$ cat config.mk
export PLATFORM = sky130hd
export DESIGN_NAME = i2c_master_byte_sequencer
export DESIGN_NICKNAME = d
export VERILOG_FILES = /design/src/design/i2cm_pkg.sv /design/src/design/i2c_master_byte_sequencer.sv /design/src/design/i2cm_core.sv
export VERILOG_INCLUDE_DIRS = /design/src /design/src/design
export SDC_FILE = /design/constraint.sdc
export NUM_CORES = 1
export LEC_CHECK = 0
export BUFFER_PORTS_ARGS = -buffer_cell sky130_fd_sc_hd__buf_2
export CAP_MARGIN = 40
export CORE_ASPECT_RATIO = 0.75
export CORE_MARGIN = 1
export CORE_UTILIZATION = 28
export DETAILED_ROUTE_END_ITERATION = 16
export GPL_ROUTABILITY_DRIVEN = 0
export PLACE_DENSITY = 0.56
export SYNTH_ARGS = -nofsm -noshare
export SYNTH_HDL_FRONTEND = slang
export SYNTH_SLANG_ARGS = --single-unit
export TNS_END_PERCENT = 100
$ cat constraint.sdc
create_clock -name clk -period 3.57 [get_ports clk]
set_input_delay 0.5355 -clock clk [delete_from_list [all_inputs] [get_ports clk]]
set_output_delay 0.5355 -clock clk [all_outputs]
set_load 0.01 [all_outputs]
$ cat src/design/i2c_master_byte_sequencer_macros.svh
// ----------------------------------------------------------------------------
// I2C master byte sequencer assertion macros
// Concurrent assertion shorthands clocked on clk, disabled during reset.
// ----------------------------------------------------------------------------
`ifndef I2C_MASTER_BYTE_SEQUENCER_MACROS_SVH
`define I2C_MASTER_BYTE_SEQUENCER_MACROS_SVH

// same-cycle implication
`define I2CM_ASSERT_IMP(label, ante, cons) \
	label: assert property (@(posedge clk) disable iff (!arst_n) (ante) |-> (cons)) \
		else $error("i2c sequencer check failed");

// next-cycle implication
`define I2CM_ASSERT_NEXT(label, ante, cons) \
	label: assert property (@(posedge clk) disable iff (!arst_n) (ante) |=> (cons)) \
		else $error("i2c sequencer check failed");

`endif

$ cat src/design/i2cm_pkg.sv
// ----------------------------------------------------------------------------
// I2C master byte sequencer package
// Command codes, phase numbers, item and result types.
// ----------------------------------------------------------------------------
package i2cm_pkg;

	typedef enum logic [2:0] {
		FN_TICK  = 3'd0,
		FN_START = 3'd1,
		FN_STOP  = 3'd2,
		FN_WRITE = 3'd3,
		FN_READ  = 3'd4
	} func_t;

	// phase number of the running command; meaning depends on the command
	typedef logic [2:0] phase_t;
	localparam phase_t PH_IDLE = 3'd0;
	localparam phase_t PH_1    = 3'd1;
	localparam phase_t PH_2    = 3'd2;
	localparam phase_t PH_3    = 3'd3;
	localparam phase_t PH_4    = 3'd4;
	localparam phase_t PH_5    = 3'd5;
	localparam phase_t PH_6    = 3'd6;

	localparam int          TICK_W          = 16;
	localparam logic [15:0] PHASE_TICKS_RST = 16'd20;
	localparam logic [3:0]  BITS_PER_BYTE   = 4'd8;

	typedef struct packed {
		logic [2:0] func;
		logic [7:0] tx_byte;
		logic       send_ack;
		logic       sda_sense;
	} item_t;

	typedef struct packed {
		logic       scl_level;
		logic       sda_level;
		logic       busy_res;
		logic       done_res;
		logic [7:0] rx_byte;
		logic       acked;
		logic       refused;
	} res_t;

endpackage

$ cat src/design/i2c_master_byte_sequencer.sv
// ----------------------------------------------------------------------------
// I2C master byte sequencer
// Open-drain SCL/SDA pin sequencer for start, stop, byte write and byte read.
// ----------------------------------------------------------------------------
// channel  dir  handshake             payload
// s_*      in   s_tvalid / s_tready   tuser: func; tdata: tx_byte, send_ack, sda_sense
// m_*      out  m_tvalid / m_tready   tdata: pins, busy, done, rx_byte, acked, refused
// cfg_*    in   cfg_valid / cfg_ready cfg_data: phase_ticks
//
// One item per cycle sustained while m_tready holds. An accepted item waits in the
// input register, its result is computed against the sequencer state and lands in
// the output register, from which it is offered on m_*. arst_n clears the state
// to idle with both pins released and phase_ticks 20.
// A stalled output holds its result; the input register keeps taking items
// until it is also full.
// ----------------------------------------------------------------------------
module i2c_master_byte_sequencer (
	input  logic        clk,
	input  logic        arst_n,
	input  logic        s_tvalid,
	output logic        s_tready,
	input  logic [15:0] s_tdata,	// [7:0] tx_byte, [8] send_ack, [9] sda_sense, [15:10] zero
	input  logic [2:0]  s_tuser,	// [2:0] func
	output logic        m_tvalid,
	input  logic        m_tready,
	output logic [15:0] m_tdata,	// [0] scl_level, [1] sda_level, [2] busy_res, [3] done_res,
					// [11:4] rx_byte, [12] acked, [13] refused, [15:14] zero
	input  logic        cfg_valid,
	output logic        cfg_ready,
	input  logic [15:0] cfg_data	// [15:0] phase_ticks
);

	logic                        valid_s1;
	i2cm_pkg::item_t             item_s1;
	logic                        valid_s2;
	i2cm_pkg::res_t              res_s2;
	i2cm_pkg::res_t              core_res;
	logic [i2cm_pkg::TICK_W-1:0] phase_q;
	logic                        adv_s1;

	assign adv_s1    = valid_s1 && (!valid_s2 || m_tready);
	assign s_tready  = !valid_s1 || adv_s1;
	assign cfg_ready = 1'b1;

	always_ff @(posedge clk or negedge arst_n) begin
		if (!arst_n) begin
			phase_q <= i2cm_pkg::PHASE_TICKS_RST;
		end else if (cfg_valid) begin
			phase_q <= cfg_data;
		end
	end

	always_ff @(posedge clk or negedge arst_n) begin
		if (!arst_n) begin
			valid_s1 <= 1'b0;
			valid_s2 <= 1'b0;
		end else begin
			if (s_tready) begin
				valid_s1 <= s_tvalid;
			end
			if (adv_s1) begin
				valid_s2 <= 1'b1;
			end else if (m_tready) begin
				valid_s2 <= 1'b0;
			end
		end
	end

	always_ff @(posedge clk) begin
		if (s_tready && s_tvalid) begin
			item_s1.func      <= s_tuser;
			item_s1.tx_byte   <= s_tdata[7:0];
			item_s1.send_ack  <= s_tdata[8];
			item_s1.sda_sense <= s_tdata[9];
		end
		if (adv_s1) begin
			res_s2 <= core_res;
		end
	end

	i2cm_core u_core (
		.clk         (clk),
		.arst_n      (arst_n),
		.step_en     (adv_s1),
		.item        (item_s1),
		.phase_ticks (phase_q),
		.res         (core_res)
	);

	assign m_tvalid = valid_s2;
	assign m_tdata  = {2'b00, res_s2.refused, res_s2.acked, res_s2.rx_byte,
			   res_s2.done_res, res_s2.busy_res, res_s2.sda_level, res_s2.scl_level};

`include "i2c_master_byte_sequencer_macros.svh"

	`I2CM_ASSERT_NEXT(a_s1_hold, valid_s1 && !adv_s1, valid_s1 && $stable(item_s1))
	`I2CM_ASSERT_NEXT(a_out_load, adv_s1, m_tvalid)
	`I2CM_ASSERT_IMP(a_refused_busy, m_tvalid && m_tdata[13], m_tdata[2] && !m_tdata[3])

endmodule

$ cat src/design/i2cm_core.sv
// ----------------------------------------------------------------------------
// I2C master byte sequencer core
// Sequencer state and the next-state logic for one item per cycle while step_en is high.
// ----------------------------------------------------------------------------
module i2cm_core (
	input  logic                            clk,
	input  logic                            arst_n,
	input  logic                            step_en,
	input  i2cm_pkg::item_t                 item,
	input  logic [i2cm_pkg::TICK_W-1:0]     phase_ticks,
	output i2cm_pkg::res_t                  res
);

	i2cm_pkg::phase_t            step_q,  step_nx;
	i2cm_pkg::func_t             cmd_q,   cmd_nx;
	logic [i2cm_pkg::TICK_W-1:0] wait_q,  wait_nx;
	logic [7:0]                  shift_q, shift_nx;
	logic [3:0]                  bit_q,   bit_nx;
	logic                        scl_q,   scl_nx;
	logic                        sda_q,   sda_nx;
	logic                        ack_q,   ack_nx;
	logic                        sack_q,  sack_nx;
	logic [7:0]                  rx_q,    rx_nx;
	logic                        done, refused;

	always_comb begin
		logic [i2cm_pkg::TICK_W-1:0] load, wait_dec;
		logic [3:0]                  bit_inc;
		logic                        busy, cont;
		i2cm_pkg::phase_t            ph;

		step_nx  = step_q;
		cmd_nx   = cmd_q;
		wait_nx  = wait_q;
		shift_nx = shift_q;
		bit_nx   = bit_q;
		scl_nx   = scl_q;
		sda_nx   = sda_q;
		ack_nx   = ack_q;
		sack_nx  = sack_q;
		rx_nx    = rx_q;
		done     = 1'b0;
		refused  = 1'b0;
		cont     = 1'b0;
		ph       = i2cm_pkg::PH_IDLE;

		// zero phase length behaves as one tick
		load     = (phase_ticks == '0) ? {{(i2cm_pkg::TICK_W-1){1'b0}}, 1'b1} : phase_ticks;
		wait_dec = wait_q - {{(i2cm_pkg::TICK_W-1){1'b0}}, 1'b1};
		bit_inc  = bit_q + 4'd1;
		busy     = (step_q != i2cm_pkg::PH_IDLE);

		if (step_en) begin
			case (item.func) inside
				i2cm_pkg::FN_TICK: begin
					if (busy) begin
						wait_nx = wait_dec;
						if (wait_dec == '0) begin
							case (cmd_q)
								i2cm_pkg::FN_START: begin
									if (step_q == i2cm_pkg::PH_1) begin
										sda_nx = 1'b0; ph = i2cm_pkg::PH_2; cont = 1'b1;
									end else if (step_q == i2cm_pkg::PH_2) begin
										scl_nx = 1'b0; ph = i2cm_pkg::PH_3; cont = 1'b1;
									end
								end
								i2cm_pkg::FN_STOP: begin
									if (step_q == i2cm_pkg::PH_1) begin
										sda_nx = 1'b1; ph = i2cm_pkg::PH_2; cont = 1'b1;
									end
								end
								i2cm_pkg::FN_WRITE: begin
									case (step_q)
										i2cm_pkg::PH_1: begin
											scl_nx = 1'b1; ph = i2cm_pkg::PH_2; cont = 1'b1;
										end
										i2cm_pkg::PH_2: begin
											scl_nx = 1'b0; ph = i2cm_pkg::PH_3; cont = 1'b1;
										end
										i2cm_pkg::PH_3: begin
											shift_nx = {shift_q[6:0], 1'b0};
											bit_nx   = bit_inc;
											cont     = 1'b1;
											if (bit_inc < i2cm_pkg::BITS_PER_BYTE) begin
												sda_nx = shift_q[6];
												ph     = i2cm_pkg::PH_1;
											end else begin
												// release SDA for the acknowledge bit
												sda_nx = 1'b1;
												ph     = i2cm_pkg::PH_4;
											end
										end
										i2cm_pkg::PH_4: begin
											scl_nx = 1'b1; ph = i2cm_pkg::PH_5; cont = 1'b1;
										end
										i2cm_pkg::PH_5: begin
											ack_nx = ~item.sda_sense;
											scl_nx = 1'b0; ph = i2cm_pkg::PH_6; cont = 1'b1;
										end
										default: ;
									endcase
								end
								i2cm_pkg::FN_READ: begin
									case (step_q)
										i2cm_pkg::PH_1: begin
											// sample at the end of SCL high
											shift_nx = {shift_q[6:0], item.sda_sense};
											scl_nx   = 1'b0; ph = i2cm_pkg::PH_2; cont = 1'b1;
										end
										i2cm_pkg::PH_2: begin
											bit_nx = bit_inc;
											cont   = 1'b1;
											if (bit_inc < i2cm_pkg::BITS_PER_BYTE) begin
												scl_nx = 1'b1;
												ph     = i2cm_pkg::PH_1;
											end else begin
												sda_nx = ~sack_q;
												ph     = i2cm_pkg::PH_3;
											end
										end
										i2cm_pkg::PH_3: begin
											scl_nx = 1'b1; ph = i2cm_pkg::PH_4; cont = 1'b1;
										end
										i2cm_pkg::PH_4: begin
											scl_nx = 1'b0; ph = i2cm_pkg::PH_5; cont = 1'b1;
										end
										i2cm_pkg::PH_5: begin
											sda_nx = 1'b1;
											rx_nx  = shift_q;
										end
										default: ;
									endcase
								end
								default: ;
							endcase
							if (cont) begin
								step_nx = ph;
								wait_nx = load;
							end else begin
								step_nx = i2cm_pkg::PH_IDLE;
								wait_nx = '0;
								done    = 1'b1;
							end
						end
					end
				end
				i2cm_pkg::FN_START, i2cm_pkg::FN_STOP, i2cm_pkg::FN_WRITE,
				i2cm_pkg::FN_READ: begin
					if (busy) begin
						refused = 1'b1;
					end else begin
						cmd_nx  = i2cm_pkg::func_t'(item.func);
						step_nx = i2cm_pkg::PH_1;
						wait_nx = load;
						case (item.func)
							i2cm_pkg::FN_START: begin
								sda_nx = 1'b1; scl_nx = 1'b1;
							end
							i2cm_pkg::FN_STOP: begin
								sda_nx = 1'b0; scl_nx = 1'b1;
							end
							i2cm_pkg::FN_WRITE: begin
								shift_nx = item.tx_byte;
								bit_nx   = 4'd0;
								sda_nx   = item.tx_byte[7];
							end
							default: begin
								shift_nx = 8'd0;
								bit_nx   = 4'd0;
								sack_nx  = item.send_ack;
								sda_nx   = 1'b1; scl_nx = 1'b1;
							end
						endcase
					end
				end
				default: ;	// undefined codes are ignored
			endcase
		end
	end

	always_ff @(posedge clk or negedge arst_n) begin
		if (!arst_n) begin
			step_q  <= i2cm_pkg::PH_IDLE;
			cmd_q   <= i2cm_pkg::FN_TICK;
			wait_q  <= '0;
			shift_q <= 8'd0;
			bit_q   <= 4'd0;
			scl_q   <= 1'b1;
			sda_q   <= 1'b1;
			ack_q   <= 1'b0;
			sack_q  <= 1'b0;
			rx_q    <= 8'd0;
		end else if (step_en) begin
			step_q  <= step_nx;
			cmd_q   <= cmd_nx;
			wait_q  <= wait_nx;
			shift_q <= shift_nx;
			bit_q   <= bit_nx;
			scl_q   <= scl_nx;
			sda_q   <= sda_nx;
			ack_q   <= ack_nx;
			sack_q  <= sack_nx;
			rx_q    <= rx_nx;
		end
	end

	always_comb begin
		res.scl_level = scl_nx;
		res.sda_level = sda_nx;
		res.busy_res  = (step_nx != i2cm_pkg::PH_IDLE);
		res.done_res  = done;
		res.rx_byte   = rx_nx;
		res.acked     = ack_nx;
		res.refused   = refused;
	end

endmodule

Yosys cells after proc, flatten, opt, wreduce, memory -nomap -nowiden
Cells that the tools add are included.
Word-level totals
  flip-flop bits (word level): 91
  bits in latches: 0
  memory bits (writable): 0
  memory bits (read-only): 0
  bits of input ports: 40
  output and inout bits: 19
  word-level logic and storage cells: 170
  memories: 0
Operators by class
  add/subtract/negate cells: 2
  $mul: 0
  divide/modulo/power cells: 0
  magnitude comparators: 1
  equal/unequal tests: 21
  shift operators: 0
  muxes and demuxes: 89
  bitwise operators: 6
  reductions and logical operators: 27
Operators by type and width (count)
  16-bit two-way mux: 7
  8-bit two-way mux: 12
  1-bit two-way mux: 37
  16-bit logical NOT: 2
  4-bit two-way mux: 8
  8-bit one-hot mux with 2 select lines: 2
  3-bit two-way mux: 9
  3-bit one-hot mux with 4 select lines: 2
  3-bit by 2-bit equality test with 1-bit output (second input constant): 6
  9-bit AND reduction: 2
  16-bit by 1-bit subtractor with 16-bit output (second input constant): 1
  3-bit one-hot mux with 5 select lines: 1
  3-bit equality test (second input constant): 4
  3-bit inequality test (second input constant): 4
  3-bit by 1-bit equality test with 1-bit output (second input constant): 3
  1-bit one-hot mux with 4 select lines: 2
  4-bit one-hot mux with 2 select lines: 1
  4-bit AND reduction: 2
  2-bit OR reduction: 4
  4-bit OR reduction: 2
  2-bit two-way mux: 3
  1-bit inverter: 6
  1-bit one-hot mux with 2 select lines: 3
  1-bit one-hot mux with 3 select lines: 2
  14 further kinds: 21

Logic depth before layout (Yosys ltp)
Gate-level depths: netlist of the first run.
  depth in word-level cells: 14
  mapped depth: 12
  gate-level depth less buffers: 10

Hierarchy
A second synthesis of the first run with hierarchy kept.
Second synthesis, totals
  cell total of the unflattened synthesis: 497
  area, all modules: 5207.5 um^2
Modules (own cells, without submodules)
  i2cm_core: times used 1, cells an instance 423, area an instance 3626.0 um^2, sequential area each 1153.6 um^2
  i2c_master_byte_sequencer: times used 1, cells an instance 74, area an instance 1581.5 um^2, sequential area each 1263.7 um^2

Worst setup path after synthesis of the first run
OpenSTA, ideal clock, no wires.
  kind: reg-to-reg
  start point: reg u_core.wait_q[0] (netlist bit)
  end point: reg u_core.shift_q[0]
  setup time: 125 ps
  data arrival time: 3768 ps
  required time: 3445 ps
  path slack: -323 ps
  stages on the path, launching flop included: 13
  path buffers: 2
  period minus slack after synthesis: 3893 ps
  cells stage by stage: dfrtp_1 -> inv_1 -> ha_1 -> nor4b_1 -> nand4_1 -> xnor2_1 -> or4_4 -> or3_1 -> buf_6 -> or3_1 -> a2111o_1 -> buf_6 -> mux2_4
On the way
  longest elaborated chain between the ends: 4
Ends and longest elaborated chain
  start, declared: RTL line i2cm_core.sv:16  | logic [i2cm_pkg::TICK_W-1:0] wait_q, wait_nx;
  start signal, assigned: RTL line i2cm_core.sv:196  | wait_q <= wait_nx;
  16-bit by 1-bit subtractor with 16-bit output: RTL line i2cm_core.sv:49  | wait_dec = wait_q - {{(i2cm_pkg::TICK_W-1){1'b0}}, 1'b1};
  16-bit logical NOT: RTL line i2cm_core.sv:58  | if (wait_dec == '0) begin
  2-bit inequality test (no line)
  9-bit AND reduction (no line)
  end signal, assigned: RTL line i2cm_core.sv:197  | shift_q <= shift_nx;
  end, declared: RTL line i2cm_core.sv:17  | logic [7:0] shift_q, shift_nx;
Every way passes these cells.
A chain may end at the register's enable or synchronous reset.

Worst setup path after layout of the first run
  start point: reg u_core.wait_q[0] (netlist bit)
  end point: reg u_core.shift_q[3]
The elaborated chain is that of the path after synthesis.

==> results.ini, run 1 <==
[clock_tree]
ctsHoldBuffers=0
cts_max_level=3
path_clk_slew_ps=60
clk_path_buf_depth=2
clock_latency_ps=360
post-cts-setup-buffers=0
cts_tree=done
cts.sinks=91
root_buffer=clkbuf_16
cts_made_buffers=9
cts_resized=0

[synth]
yosysTopAreaCellShare=0.311
syn_avg_cell_area_um2=10.5
synth_area_leaders=dfrtp_1 31%, edfxtp_1 17%, mux2_2 8.2%
async_flop_share=0.703
yosysTopAreaCell=dfrtp_1
synthFlopType=dfrtp_1
netlist_area_um2=4820
yosys_register_bits=91
postSynthCellCount=459
yosysSeqAreaShare=0.501
yosys_warnings=0
synth.distinct_cells=61
synth-edff-count=27

[final_layout]
nNetsFinal=559
drive_above_1_share=0.298
fillers=1694
n_antenna_cell=0
final_cells=735
area_growth_pct=18.7

[setup_path]
critPathRequiredTime_ps=3810
worstPathCellList=buf_4, nor3_4, nand3_4, o31a_1, or4_4, or3_1, or3_1, a2111o_1, buf_6, mux2_4
endpoint_kind=flop
critical_path.max_stage_delay_ps=510
critPathLaunchType=flop
cp_slowest_cell=or4_4
cp_data_arrival_time_ps=3700
cp_num_buf_inv=2
worstSetupPathType=flop to flop
crit_fanout=8
cp_common_cell=or3_1
crit_family=simple AND/OR/NAND/NOR gates

[timing]
layout_setup_ws_ps=106
setup_viol=0
finalHoldViolCount=0
hold_ws_ps=125
setup_tns_ps=0
fmax_mhz=289
fin_crit_sh=0.970
rsz0062_at_grt=no
skew_ps=14.4
maxSlewHeadroom=0.527
min_period_ps=3460
tightest_slew_ps=708
drv_slew=0

[drt]
drt_wl_total_um=11800
num_vias=3804
ant_nets=0
viasPerCell=5.18
wire_per_inst_um=16.1
firstDrtPassIters=5
drtIter0Drc=328
drc_errors=0

[global_routing]
grt_max_degree=26
grt_pass1_wl_um=19400
grt_usage=0.141
grt-ovfl-total=0
grt_pass1_vias=3735
antenna_found_initial=0

[pwr]
pwr-share-clk=0.310
power_density_nw_per_um2=541
pwr-share-comb=0.226
p_leak_uw=0.00230
ir_drop_mv=0.253
switching_share=0.322
switching_power_uw=998
seqPwrFrac=0.465
totalPowerFinal_uw=3100
power.internal_uw=2100

[die]
dieArea_um2=17800
num_rows=41
start_util=0.287
io_pins=59
die_w_um=154
design.core.area_um2=16800
die_h_um=116

[min_path]
hp-class=input pin to async pin

[outcome]
status=completed

[placement]
io_buffers=49
post-place-cells=719
place_ws_ps=83.2
dp_hpwl_um=8680

[job]
maxCapViolCount=0

## state kept, by name (all words and copies together) (netlist names), 3 cells and up
register        count
phase_q            16
u_core.wait_q      16
m_tdata            14
item_s1            13
u_core.rx_q         8
u_core.shift_q      8
u_core.bit_q        4
u_core.cmd_q        3
u_core.step_q       3
## power groups by stage
stage	registers (uW)	logic (uW)	clock network [uW]
after floorplan	1390	511	0
after global placement	1440	668	0
after detailed placement	1450	689	0
after CTS	1430	692	975
after global routing	1460	785	1010
final	1440	700	959
## metal layers
layer | GRT usage | share of wire | up-vias
met2 | 0.207 | 0.43 | 131
li1 | - | - | 1825
met1 | 0.199 | 0.50 | 1831
met3 | 0.0310 | 0.052 | 17
met5 | 0 | 0 | -
met4 | 0.0600 | 0.016 | 0
## area by class of cell
type	count	area (um^2)	share of cell area
Multi-Input combinational cell	327	2250	0.392
Clock buffer	10	229	0.0400
Inverter	14	52.6	0.00917
Tap cell	215	269	0.0470
Timing Repair Buffer	72	447	0.0780
Sequential cell	91	2420	0.422
Clock inverter	6	66.3	0.0116
## kinds of logic after synthesis
| family | count (synthesis) | synth area share |
|---|---|---|
| compound gates | 117 | 0.158 |
| simple gates | 150 | 0.163 |
| other cells | 2 | 0.00156 |
| fa+ha+maj | 5 | 0.0124 |
| xor+xnor | 6 | 0.0109 |
| flops | 91 | 0.501 |
| mux | 46 | 0.113 |
| buf+inv | 42 | 0.0405 |
## worst paths after layout
path | slack, ps | cells past startpoint | start | endpoint
min in group clk | 350 | 1 | s_tdata[6] | item_s1[8]
max in group asynchronous | 2720 | 2 | arst_n | u_core.sda_q
setup / recovery | 110 | 10 | u_core.wait_q[0] | u_core.shift_q[3]
hold / removal | 130 | 1 | arst_n | phase_q[10]
setup reg to reg | 110 | 10 | u_core.wait_q[0] | u_core.shift_q[3]
hold reg to reg | 480 | 1 | item_s1[1] | u_core.sack_q
## cells in the final DEF (no fill, tap or decap), types with 7 or more instances in the layout
cell       count
nor4_1        11
o21ai_0       33
inv_1         10
mux2_2        35
dfrtp_1       60
nor2_1        39
a22oi_1        7
clkbuf_16      9
buf_2         49
buf_4         20
a21oi_1       29
a221o_1        8
edfxtp_1      27
mux2_4         8
nand2_1       34
nor3_1        16
## cells in the mapped netlist, types with 5 or more instances
library cell and number:
clkbuf_1 19, dfrtp_1 60, nor2_1 39, a22o_1 5
a31oi_1 5, o21ai_0 33, a221o_1 8, nor4_1 11
a22oi_1 7, nand2_1 34, mux2_2 35, nand3_1 6
or2_2 5, xnor2_1 5, nand2b_1 6, mux2_4 8
nor3_1 17, or3_1 5, edfxtp_1 27, inv_1 12
o31ai_1 6, a21oi_1 29
## metrics by stage
step / utilization / area, um^2
after global routing: 0.340 / 5730
final: 0.340 / 5730
after CTS: 0.340 / 5720
after detailed placement: 0.322 / 5430
after floorplan: - / 4860
after global placement: 0.321 / 5410
## worst register-to-register path, stage by stage (launching register included)
cell      delay (ps)
dfrtp_1          390
buf_4            160
nor3_4           330
nand3_4          120
o31a_1           270
or4_4            520
or3_1            340
or3_1            320
a2111o_1         450
buf_6            170
mux2_4           300
No activity file was read; power rests on OpenSTA's default activity.
==> inputs of run 2 (changes only) <==
--- a/config.mk
+++ b/config.mk
@@ -13,6 +13,7 @@
 export CORE_UTILIZATION = 28
 export DETAILED_ROUTE_END_ITERATION = 16
 export GPL_ROUTABILITY_DRIVEN = 0
+export HOLD_SLACK_MARGIN = 0.15
 export PLACE_DENSITY = 0.56
 export SYNTH_ARGS = -nofsm -noshare
 export SYNTH_HDL_FRONTEND = slang
==> run 2 against run 1 <==
Net effect:
- global-route usage hardly changed
- sequential power barely moved
- via count up 0.24%
- worst hold slack gained 230 ps
- fmax is essentially flat
- clock power shrank 0.6%
- first-iteration DRC count is 4.9% higher
==> results.ini, run 2 (synthesized netlist as in run 1, its figures left out) <==
[placement]
io_buffers=49  ; unchanged
place_ws_ps=83.2  ; unchanged
dp_hpwl_um=8680  ; unchanged

[timing]
hold_ws_ps=354  ; was 125 ps
drv_slew=0  ; unchanged
min_period_ps=3470  ; was 3460 ps
tightest_slew_ps=707  ; was 708 ps
setup_viol=0  ; unchanged
skew_ps=11.7  ; was 14.4 ps
maxSlewHeadroom=0.527  ; about the same
fmax_mhz=288  ; was 289 MHz
layout_setup_ws_ps=103  ; was 106 ps
setup_tns_ps=0  ; unchanged
rsz0062_at_grt=no  ; unchanged
fin_crit_sh=0.971  ; was 0.970
finalHoldViolCount=0  ; unchanged

[min_path]
hp-class=input pin to flop  ; was input pin to async pin
hp-start=s_tdata[6]
hold_end=item_s1[8]
min_path_cells=1

[drt]
met3_length_um=618  ; was 619 um
highest_layer=met4  ; unchanged
drt_wl_total_um=11800  ; unchanged
ant_nets=0  ; unchanged
wire_per_inst_um=16.1  ; about the same
met1_length_um=5900  ; about the same
num_vias=3813  ; was 3,804
drtIter0Drc=344  ; was 328
firstDrtPassIters=4  ; was 5
viasPerCell=5.18  ; about the same
met2_wirelength_um=5120  ; was 5130 um
drc_errors=0  ; unchanged

[setup_path]
critical_path.max_stage_delay_ps=510  ; about the same
worstSetupPathType=flop to flop  ; unchanged
r2r_setup_slack_ps=100  ; was 110 ps
cp_common_cell=or3_1  ; unchanged
crit_family=simple AND/OR/NAND/NOR gates  ; unchanged
r2r-start=u_core.wait_q[0]  ; unchanged
crit_fanout=8  ; unchanged
critPathRequiredTime_ps=3810  ; about the same
cp_slowest_cell=or4_4  ; unchanged
worstPathCellList=buf_4, nor3_4, nand3_4, o31a_1, or4_4, or3_1, or3_1, a2111o_1, buf_6, mux2_4  ; unchanged
cp_data_arrival_time_ps=3700  ; about the same
r2r-end=u_core.shift_q[3]  ; unchanged
endpoint_kind=flop  ; unchanged
cp_num_buf_inv=2  ; unchanged
critPathLaunchType=flop  ; unchanged
reg2reg_depth=10  ; unchanged

[final_layout]
drive_above_1_share=0.298  ; about the same
final_common_cell=dfrtp_1  ; unchanged
n_antenna_cell=0  ; unchanged
nNetsFinal=560  ; was 559
final_cell_mix=60 x dfrtp_1, 49 x buf_2, 39 x nor2_1  ; unchanged
area_growth_pct=19.0  ; was 18.7%

[die]
die_h_um=116  ; unchanged
io_pins=59  ; unchanged
num_rows=41  ; unchanged
design.core.area_um2=16800  ; unchanged
die_w_um=154  ; unchanged
start_util=0.287  ; unchanged
dieArea_um2=17800  ; unchanged

[pwr]
power_density_nw_per_um2=539  ; was 541 nW/um^2
ir_drop_mv=0.253  ; about the same
p_leak_uw=0.00230  ; about the same
totalPowerFinal_uw=3090  ; was 3100 uW

[outcome]
status=completed  ; unchanged

[clock_tree]
clk_path_buf_depth=2  ; unchanged
cts.sinks=91  ; unchanged
cts_made_buffers=9  ; unchanged
root_buffer=clkbuf_16  ; unchanged
cts_max_level=3  ; unchanged
clock_latency_ps=350  ; was 360 ps
post-cts-setup-buffers=0  ; unchanged
cts_tree=done  ; unchanged
path_clk_slew_ps=70  ; was 60 ps

[global_routing]
grt_max_degree=26  ; unchanged
grt_pass1_vias=3740  ; was 3,735
grt_usage=0.141  ; about the same
grt-ovfl-total=0  ; unchanged
grt_pass1_wl_um=19400  ; about the same
antenna_found_initial=0  ; unchanged

[job]
maxCapViolCount=0  ; unchanged

run 2: changes by cell type in the layout (fill, tap and decap cells not counted), sizes merged:
cell	delta
dlygate4sd3	+1
run 2: routing by layer:
layer | up-vias | track usage
met5 | - | 0
met4 | 0 | 0.0600
met3 | 23 | 0.0310
met2 | 124 | 0.208
met1 | 1837 | 0.199
li1 | 1829 | -
run 2: metrics by stage:
| stage | area [um^2] | util | instances |
|---|---|---|---|
| after floorplan | 4860 | - | 460 |
| final | 5740 | 0.341 | 736 |
| after global routing | 5740 | 0.341 | 736 |
| after CTS | 5730 | 0.341 | 736 |
| after detailed placement | 5430 | 0.322 | 719 |
| after global placement | 5410 | 0.321 | 718 |
run 2: power breakdown:
group          total [uW]  internal, uW  switching [uW]
combinational         700           313             387
clock                 953           544             409
sequential           1440          1240             196
run 2: final cells by class:
cell class | instances | area [um^2]
Fill cell | 1693 | 11100
Sequential cell | 91 | 2420
Multi-Input combinational cell | 327 | 2250
Timing Repair Buffer | 73 | 457
Tap cell | 215 | 269
Clock buffer | 10 | 229
Clock inverter | 6 | 66.3
Inverter | 14 | 52.6
run 2: repair_timing:
item / CTS / global route
hold buffers: 1 / 0
endpoints found under the hold margin: 17 / 0
resized for setup: 0 / 4
endpoints found under the setup margin: 0 / 8
run 2: worst max path at each step:
stage,start,end,depth (start not counted)
6_report,u_core.wait_q[0],u_core.shift_q[3],10
5_1_grt,u_core.wait_q[1],u_core.shift_q[2],11
3_5_place_dp,u_core.wait_q[1],u_core.shift_q[2],11
3_3_place_gp,u_core.wait_q[1],u_core.shift_q[3],11
4_1_cts,u_core.wait_q[1],u_core.shift_q[2],11
2_1_floorplan,u_core.wait_q[0],u_core.shift_q[0],12
==> inputs of run 3 (changes only) <==
--- a/config.mk
+++ b/config.mk
@@ -11,10 +11,11 @@
 export CORE_ASPECT_RATIO = 0.75
 export CORE_MARGIN = 1
 export CORE_UTILIZATION = 28
+export CTS_BUF_LIST = sky130_fd_sc_hd__clkbuf_16
 export DETAILED_ROUTE_END_ITERATION = 16
 export GPL_ROUTABILITY_DRIVEN = 0
 export HOLD_SLACK_MARGIN = 0.15
-export PLACE_DENSITY = 0.56
+export PLACE_DENSITY = 0.54
 export SYNTH_ARGS = -nofsm -noshare
 export SYNTH_HDL_FRONTEND = slang
 export SYNTH_SLANG_ARGS = --single-unit
==> constraint.sdc (replaced) <==
create_clock -name clk -period 4.4 [get_ports clk]
set_input_delay 0.66 -clock clk [delete_from_list [all_inputs] [get_ports clk]]
set_output_delay 0.66 -clock clk [all_outputs]
set_load 0.01 [all_outputs]
==> run 3 against run 2 <==
Net effect:
- first-iteration DRC count is 11% higher
- setup slack improved by 300 ps
- register-to-register slack better by 300 ps
- cell count is 1.6% lower
- die area stayed put
- largest cell class unchanged
- largest power group unchanged
==> results.ini, run 3 (synthesized netlist as in run 1, its figures left out) <==
[clock_tree]
post-cts-setup-buffers=0  ; unchanged
cts_made_buffers=9  ; unchanged
ctsHoldBuffers=0  ; was 1
root_buffer=clkbuf_16  ; unchanged
path_clk_slew_ps=70  ; about the same
cts_max_level=3  ; unchanged
clock_latency_ps=350  ; about the same
cts_tree=done  ; unchanged
cts_resized=0  ; unchanged
clk_path_buf_depth=2  ; unchanged
cts.sinks=91  ; unchanged

[final_layout]
finalInstanceArea_um2=5630  ; was 5740 um^2
final_cell_mix=60 x dfrtp_1, 49 x buf_2, 39 x nor2_1  ; unchanged
final_common_cell=dfrtp_1  ; unchanged
drive_above_1_share=0.275  ; was 0.298
n_antenna_cell=0  ; unchanged
utilization=0.335  ; was 0.341
nNetsFinal=548  ; was 560
area_growth_pct=16.8  ; was 19.0%

[timing]
fin_crit_sh=0.909  ; was 0.971
maxSlewHeadroom=0.505  ; was 0.527
hold_ws_ps=297  ; was 354 ps
rsz0062_at_grt=no  ; unchanged
fmax_mhz=250  ; was 288 MHz
layout_setup_ws_ps=401  ; was 103 ps
setup_viol=0  ; unchanged
finalHoldViolCount=0  ; unchanged
setup_tns_ps=0  ; unchanged
skew_ps=11.8  ; was 11.7 ps
drv_slew=0  ; unchanged
min_period_ps=4000  ; was 3470 ps
tightest_slew_ps=739  ; was 707 ps

[setup_path]
critical_path.max_stage_delay_ps=690  ; was 510 ps
cp_data_arrival_time_ps=4230  ; was 3700 ps
worstPathCellList=inv_1, ha_1, nor4b_1, buf_4, nand4_1, xnor2_1, or4_4, or3_1, or3_1, a2111o_1, mux2_4  ; was buf_4, nor3_4, nand3_4, o31a_1, or4_4, or3_1, or3_1, a2111o_1, buf_6, mux2_4
cp_slowest_cell=a2111o_1  ; was or4_4
reg2reg_depth=11  ; was 10
r2r_setup_slack_ps=400  ; was 100 ps
cp_common_cell=or3_1  ; unchanged
r2r-start=u_core.wait_q[0]  ; unchanged
crit_fanout=8  ; unchanged
critPathLaunchType=flop  ; unchanged
endpoint_kind=flop  ; unchanged
worstSetupPathType=flop to flop  ; unchanged
critPathRequiredTime_ps=4630  ; was 3810 ps
r2r-end=u_core.shift_q[5]  ; was u_core.shift_q[3]

[die]
die_h_um=116  ; unchanged
die_w_um=154  ; unchanged
dieArea_um2=17800  ; unchanged
num_rows=41  ; unchanged
io_pins=59  ; unchanged
design.core.area_um2=16800  ; unchanged
start_util=0.287  ; unchanged

[drt]
num_vias=3795  ; was 3,813
drtIter0Drc=383  ; was 344
drt_wl_total_um=11800  ; about the same
drc_errors=0  ; unchanged
viasPerCell=5.24  ; was 5.18
firstDrtPassIters=5  ; was 4
ant_nets=0  ; unchanged
wire_per_inst_um=16.2  ; was 16.1 um

[global_routing]
antenna_found_initial=0  ; unchanged
grt_usage=0.140  ; was 0.141
grt_max_degree=41  ; was 26
grt_pass1_wl_um=19400  ; about the same
grt-ovfl-total=0  ; unchanged
grt_pass1_vias=3762  ; was 3,740

[placement]
postPlaceCellArea_um2=5310  ; was 5430 um^2
io_buffers=49  ; unchanged
place_ws_ps=416  ; was 83.2 ps
dp_hpwl_um=8540  ; was 8680 um

[pwr]
p_leak_uw=0.00226  ; was 0.00230 uW
ir_drop_mv=0.190  ; was 0.253 mV
power_density_nw_per_um2=445  ; was 539 nW/um^2

[outcome]
status=completed  ; unchanged

[job]
maxCapViolCount=0  ; unchanged

[min_path]
hp-class=input pin to async pin  ; was input pin to flop

run 3: where the power goes:
group	switching [uW]	leakage (uW)	internal (uW)
sequential	173	0.00104	1010
combinational	274	0.00106	218
clock	332	0.000160	503
total	779	0.00226	1730
run 3: through the flow:
stage          cells  total power, uW
6_report         724             2510
4_1_cts          724             2530
3_5_place_dp     708             1680
2_1_floorplan    460             1520
3_3_place_gp     707             1660
5_1_grt          724             2650
run 3: worst max-delay path: cells and delay by family (launching register included):
| family | cells | cell delay, ps |
|---|---|---|
| xor gates and xnor gates | 1 | 190 |
| buffers and inverters | 2 | 310 |
| muxes | 1 | 380 |
| AOI/OAI and AO/OA | 1 | 690 |
| DFF | 1 | 460 |
| adders and majority gates | 1 | 260 |
| and+or+nand+nor | 5 | 1600 |
run 3: cell type report:
class | count | area [um^2]
Fill cell | 1729 | 11200
Sequential cell | 91 | 2420
Multi-Input combinational cell | 327 | 2220
Timing Repair Buffer | 61 | 355
Tap cell | 215 | 269
Clock buffer | 9 | 225
Clock inverter | 7 | 98.8
Inverter | 14 | 52.6
run 3: worst max path at each step:
stage	slack, ps	cells after the start	endpoint	start
final	400	11	u_core.shift_q[5]	u_core.wait_q[0]
after global placement	500	11	u_core.shift_q[3]	u_core.wait_q[0]
after CTS	400	11	u_core.shift_q[1]	u_core.wait_q[0]
after detailed placement	420	11	u_core.shift_q[1]	u_core.wait_q[0]
after floorplan	510	12	u_core.shift_q[0]	u_core.wait_q[0]
after global routing	160	11	u_core.shift_q[5]	u_core.wait_q[0]
run 3: per-layer routing:
metal  global-route usage  vias to the layer above  share of wire
li1                     -                     1791              -
met1                0.200                     1881           0.50
met2                0.208                      112           0.44
met3               0.0370                       11          0.050
met4               0.0387                        0         0.0094
met5                    0                        -              0
